`src/sv/mglb_modred.sv`:
```
// shift-subtract remainder: folds a chunk into an accumulator, one bit per cycle
module mglb_modred (
    input  logic        clk,
    input  logic        rst_n,
    input  logic        start,
    input  logic [8:0]  modulus,
    input  logic [8:0]  acc_in,
    input  logic [31:0] chunk,
    input  logic [5:0]  nbits,
    output logic        done,
    output logic [8:0]  rem
);
    logic [31:0] sh_reg;
    logic [5:0]  cnt_reg;
    logic [8:0]  r_reg;
    logic        busy_reg;
    logic [9:0]  trial;

    assign trial = {r_reg, sh_reg[31]};
    assign rem   = r_reg;

    // one bit of the chunk per cycle, msb first
    always_ff @(posedge clk or negedge rst_n)
    begin
        if (!rst_n)
        begin
            busy_reg <= 1'b0;
            done     <= 1'b0;
            cnt_reg  <= '0;
        end
        else
        begin
            done <= 1'b0;
            if (start)
            begin
                busy_reg <= 1'b1;
                r_reg    <= acc_in;
                sh_reg   <= chunk << (6'd32 - nbits);
                cnt_reg  <= nbits;
            end
            else if (busy_reg)
            begin
                r_reg   <= (trial >= {1'b0, modulus}) ? 9'(trial - {1'b0, modulus})
                                                      : trial[8:0];
                sh_reg  <= sh_reg << 1;
                cnt_reg <= cnt_reg - 6'd1;
                if (cnt_reg == 6'd1)
                begin
                    busy_reg <= 1'b0;
                    done     <= 1'b1;
                end
            end
        end
    end
endmodule

```
`config.mk`:
```
export PLATFORM = sky130hd
export DESIGN_NAME = mglb_modred
export DESIGN_NICKNAME = d
export VERILOG_FILES = /design/src/sv/mglb_modred.sv
export SDC_FILE = /design/constraint.sdc
export NUM_CORES = 1
export LEC_CHECK = 0
export BUFFER_PORTS_ARGS = -buffer_cell sky130_fd_sc_hd__buf_2
export CAP_MARGIN = 25
export CORE_MARGIN = 4
export CORE_UTILIZATION = 52
export DETAILED_ROUTE_END_ITERATION = 16
export PLACE_DENSITY = 0.77
export SLEW_MARGIN = 20
export SYNTH_ARGS = -nofsm -noshare
export SYNTH_HDL_FRONTEND = slang
export SYNTH_SLANG_ARGS = --single-unit
```
`constraint.sdc`:
```
create_clock -name clk -period 2.97 [get_ports clk]
set_input_delay 0.1485 -clock clk [delete_from_list [all_inputs] [get_ports clk]]
set_output_delay 0.1485 -clock clk [all_outputs]
set_load 0.02 [all_outputs]
```
### Word level (Yosys, flattened, before mapping)

Index checks and enable logic that the tools add are counted.

* add/subtract/negate cells: 3
* equality and inequality tests: 1
* reductions and logical operators: 2
* shifts and indexed selects: 1
* magnitude comparators: 1
* muxes and demuxes: 13

Operator list (number)
* $mux W32: 2
* $shl A32 B6 Y32: 1
* $mux W9: 3
* $mux W6: 2
* $ge A10 B9 Y1: 1
* $sub A9 B9 Y9: 1
* $eq A6 B1 Y1 const B: 1
* $mux W1: 6
* $sub A6 B1 Y6 const B: 1
* $sub A6 B6 Y6 const A: 1
* $reduce_and A2 Y1: 1
* $reduce_bool A2 Y1: 1

* input bits: 59
* output and inout port bits: 10
* word-level logic and storage cells: 26
* flip-flop bits (word level): 49

### Logic depth before layout (Yosys ltp)

* word-level depth: 4
* mapped depth: 12

### Worst setup path before layout

Ideal clock, no wire load.

* kind: input port to flip-flop
* start: input port start
* end: register r_reg[0] (netlist: rem[0]), enable pin
* setup slack: 0.192 ns
* arrival time: 2.334 ns
* buffers on the path: 1
* stages: 3
* path through: clkbuf_1 > nor2_1 > nor2b_1

* longest elaborated chain between the ends: 2

RTL lines
* start: declaration: RTL line 5 `input logic start,`
* $reduce_bool A2 Y1 (no source line)
* $reduce_and A2 Y1 (no source line)
* end signal: assignment: RTL line 37 `r_reg <= acc_in;`
* end signal: assignment: RTL line 43 `r_reg <= (trial >= {1'b0, modulus}) ? 9'(trial - {1'b0, modulus})`
* end: declaration: RTL line 15 `logic [8:0] r_reg;`

Every way passes these cells.
A chain may end at the register's enable or synchronous reset.

### Worst setup path in the final report

* start: register sh_reg[31]
* end: register r_reg[0] (netlist: rem[0]), data pin

* longest elaborated chain between the ends: 4

RTL lines
* start: declaration: RTL line 13 `logic [31:0] sh_reg;`
* start signal: assignment: RTL line 38 `sh_reg <= chunk << (6'd32 - nbits);`
* start signal: assignment: RTL line 45 `sh_reg <= sh_reg << 1;`
* $sub A9 B9 Y9 / $ge A10 B9 Y1 (equally long branches): RTL line 43
* $mux W9 (*): RTL line 43
* $mux W9 (*): RTL line 41 `else if (busy_reg)`
* $mux W9 (*): RTL line 34 `if (start)`

Every way passes the cells marked *; elsewhere a longest branch is shown, timed or not. The select of a mux whose other input is x is not followed.

==> summary.md <==
| Metric | Value |
|---|---|
| Critical path class | reg2reg |
| Layout filler cell count | 683 |
| Main synth FF type | edfxtp_1 |
| Mapped Area | 4160 sq um |
| DRC | 0 |
| EDFF count, synth | between 40 and 50 |
| Status | finished clean |
| Final instance area | 4710 sq um |
| RSZ-0062 raised after global routing | false |
| Seq cells post-synth | between 40 and 50 |
| CP arrival | about 2.8 ns |
| Die Width | between 90 and 100 um |
| Post-synthesis mux area share | about a fifth |
| Global Route Usage Sum | between 10% and 20% |
| TritonRoute pass-1 iters | 5 |
| Leakage | a little under 0.002 uW |
| Dpl hpwl | 7420 um |
| Post-synthesis compound-gate area fraction | 16.6% |
| Die area | ~9500 sq um |
| Final non-filler cell total | 575 |
| Avg Cell Area, Syn | slightly above 10 sq um |
| Layout cell share with drive strength beyond 1 | approximately a quarter |
| Final setup fails | 0 |
| Final Critical Period | approximately 2.7 ns |
| Clock-pin slew on the worst setup and hold paths | approximately 0.090 ns |
| Initial Util | between 50% and 60% |
| CP startpoint | sh_reg[31]$_DFFE_PP_ |
| Core area | approximately 7800 sq um |
| Total power | about 2100 uW |
| Unique masters post-synth | 58 |
| GRT Residual Overflow | 0 |
| F_max | between 300 and 400 MHz |
| Std cell rows | 32 |
| Fin crit share | between 90% and 100% |
| Commonest non-fill, non-tap cell in the layout | nand2_1 |
| Via count | 3457 |
| Number of antenna diodes | 0 |
| H-tree depth | 2 |
| Worst Setup End Kind | flip-flop |
| I/O pins | 69 |
| Sequential fraction of the synthesis area | between 30% and 40% |
| Final max-slew violation count | 0 |
| Routed vias/inst | 6.01 |
| Fin nets | 544 |
| Initial drt markers | 194 |
| WL final | 9590 um |
| Simple-Gate Fraction of Synth Area | about 16% |
| CTS Buf Count | 5 |
| Post-synthesis adder-cell area fraction | around 4.1% |
| Number of global-route vias before repair | ~3300 |
| Post-CTS Setup Repair Bufs | 0 |
| Die extent in y | 97.4 um |
| Syn nets | a little under 500 |
| Max reg flops | 32 |
| CTS sink count | around 50 |
| Slew HR | around 56% |
| IO Port Bufs | 68 |
| HP Start | acc_in[1] |
| PD cells | 451 nW/um^2 |
| Reg2reg start | sh_reg[31]$_DFFE_PP_ |
| Data required, critical path | 3.03 ns |
| CP Max Fanout | 12 |
| Maxcap violations | 0 |
| XOR/XNOR share of the synthesized area | roughly 3.2% |
| Inst Count DP | about 570 |
| DP Area | between 4000 and 5000 sq um |
| CTS tree | done |
| Setup TNS | 0 ns |
| Clk_lat worst skew | approximately 0.30 ns |
| Synth Warn # | 0 |
| Post-synth ARST share | between 10% and 20% |
| Max VDD drop | about 0.00023 V |
| Hold Fails Final Rpt | 0 |
| Layout area overhead | 13.3% |
| Largest net degree at the start of global routing | 38 |
| Commonest non-fill, non-tap cells in the layout | nand2_1 (76), buf_2 (68), edfxtp_1 (41) |
| Hold Path Class | in2reg |
| Multi-input logic area | between 2000 and 3000 sq um |
| Initial antenna violation count | 0 |
| Largest family of logic cells by synthesized area | multiplexers |
| Final clock skew | 0.00644 ns |
| Clk buf depth | 2 |
| RePlAce Congestion | 0.944 |
| Actual slew at the worst max-slew pin | 0.657 ns |
| First-pass GRT wire length | 15700 um |
| Worst setup SP type | flip-flop |
| Cells after synthesis | approximately 410 |
| Antenna viol nets, final | 0 |
| Storage cell area | between 1000 and 1500 sq um |
| Clock Tree Root | clkbuf_8 |
| Routed len/inst | roughly 17 um |
[layer usage]
metal | track usage (%) | routed length, um | vias to the layer above
met3 | 2.80 | 498 | 11
met1 | 28.7 | 4440 | 1652
li1 | - | - | 1687
met4 | 5.54 | 147 | 0
met2 | 31.3 | 4510 | 107
met5 | 0 | 0 | -
[Yosys cell counts, drive strengths merged (2+ instances only)]
cell type   n  area, sq um
nand2      76          285
o311ai      4         35.0
a31oi       7         43.8
a21oi       7         35.0
ha         12          150
nand2b      3         18.8
a22o        5         43.8
nand3       8         40.0
and2        4         25.0
o31ai       4         35.0
mux4       28          653
dfrtp       8          200
nand3b      2         15.0
xor2        6         52.6
edfxtp     41         1230
o2bb2ai    10         87.6
o31a        2         17.5
a211oi      8         60.1
clkbuf     10         41.3
a222oi      2         20.0
mux2i      15          150
a221o      13          130
nor2b       4         25.0
o21ai      24          124
inv        16         60.1
nor2       40          158
nor3        6         41.3
buf        20          139
xnor2       9         78.8
[critical path: stages (launching register included)]
cell,delay (ns)
edfxtp_1,0.37
inv_1,0.09
ha_1,0.16
inv_1,0.05
fa_1,0.40
nand3_1,0.12
a21oi_1,0.10
o31ai_1,0.30
and2b_1,0.47
mux2i_1,0.13
mux2_2,0.27
[layout make-up]
type,instances,share of cell area (%)
multi-input combinational,318,53.3
sequential,49,30.4
timing repair buffer,82,10.0
tap,102,2.71
clock buffer,5,1.46
inverter,16,1.27
clock inverter,3,0.876
[final timing paths]
kind,endpoint,slack (ns),cells past startpoint
setup reg to reg,rem[0]$_DFFE_PP_,0.28,10
min in group asynchronous,cnt_reg[2]$_DFFE_PN0N_,0.21,2
hold / removal,rem[1]$_DFFE_PP_,0.13,3
hold reg to reg,sh_reg[9]$_DFFE_PP_,0.53,1
max in group asynchronous,cnt_reg[4]$_DFFE_PN0N_,2.58,2
setup / recovery,rem[0]$_DFFE_PP_,0.28,10
[power breakdown]
part	leakage (uW)	total [uW]	internal [uW]	switching [uW]
Clock	0.0000518	479	248	231
Combinational	0.00140	770	337	433
Sequential	0.000507	876	834	42.5
Total	0.00196	2130	1420	706
[cells by family (layout without fill, tap and decap cells)]
family | count (synthesis) | in the layout
buf+inv | 46 | 106
simple gates | 153 | 153
compound gates | 93 | 93
fa+ha+maj | 13 | 13
flops | 49 | 49
xor+xnor | 15 | 15
mux | 44 | 44
[per-stage QoR]
step           setup slack (ns)  hold WS, ns  utilization, %
2_1_floorplan             0.192       -0.147               -
6_report                  0.275        0.134            60.7
3_3_place_gp              0.407      0.00283            59.1
4_1_cts                   0.256        0.123            60.7
5_1_grt                 0.00162        0.145            60.7
3_5_place_dp              0.270      0.00885            59.1
[what timing repair did]
item                                    4_1_cts  5_1_grt
hold endpoints to repair                      8        0
hold buffers                                  1        0
endpoints found under the setup margin        0        0
gates resized for setup                       0        0
(Power assumes the default switching activity.)
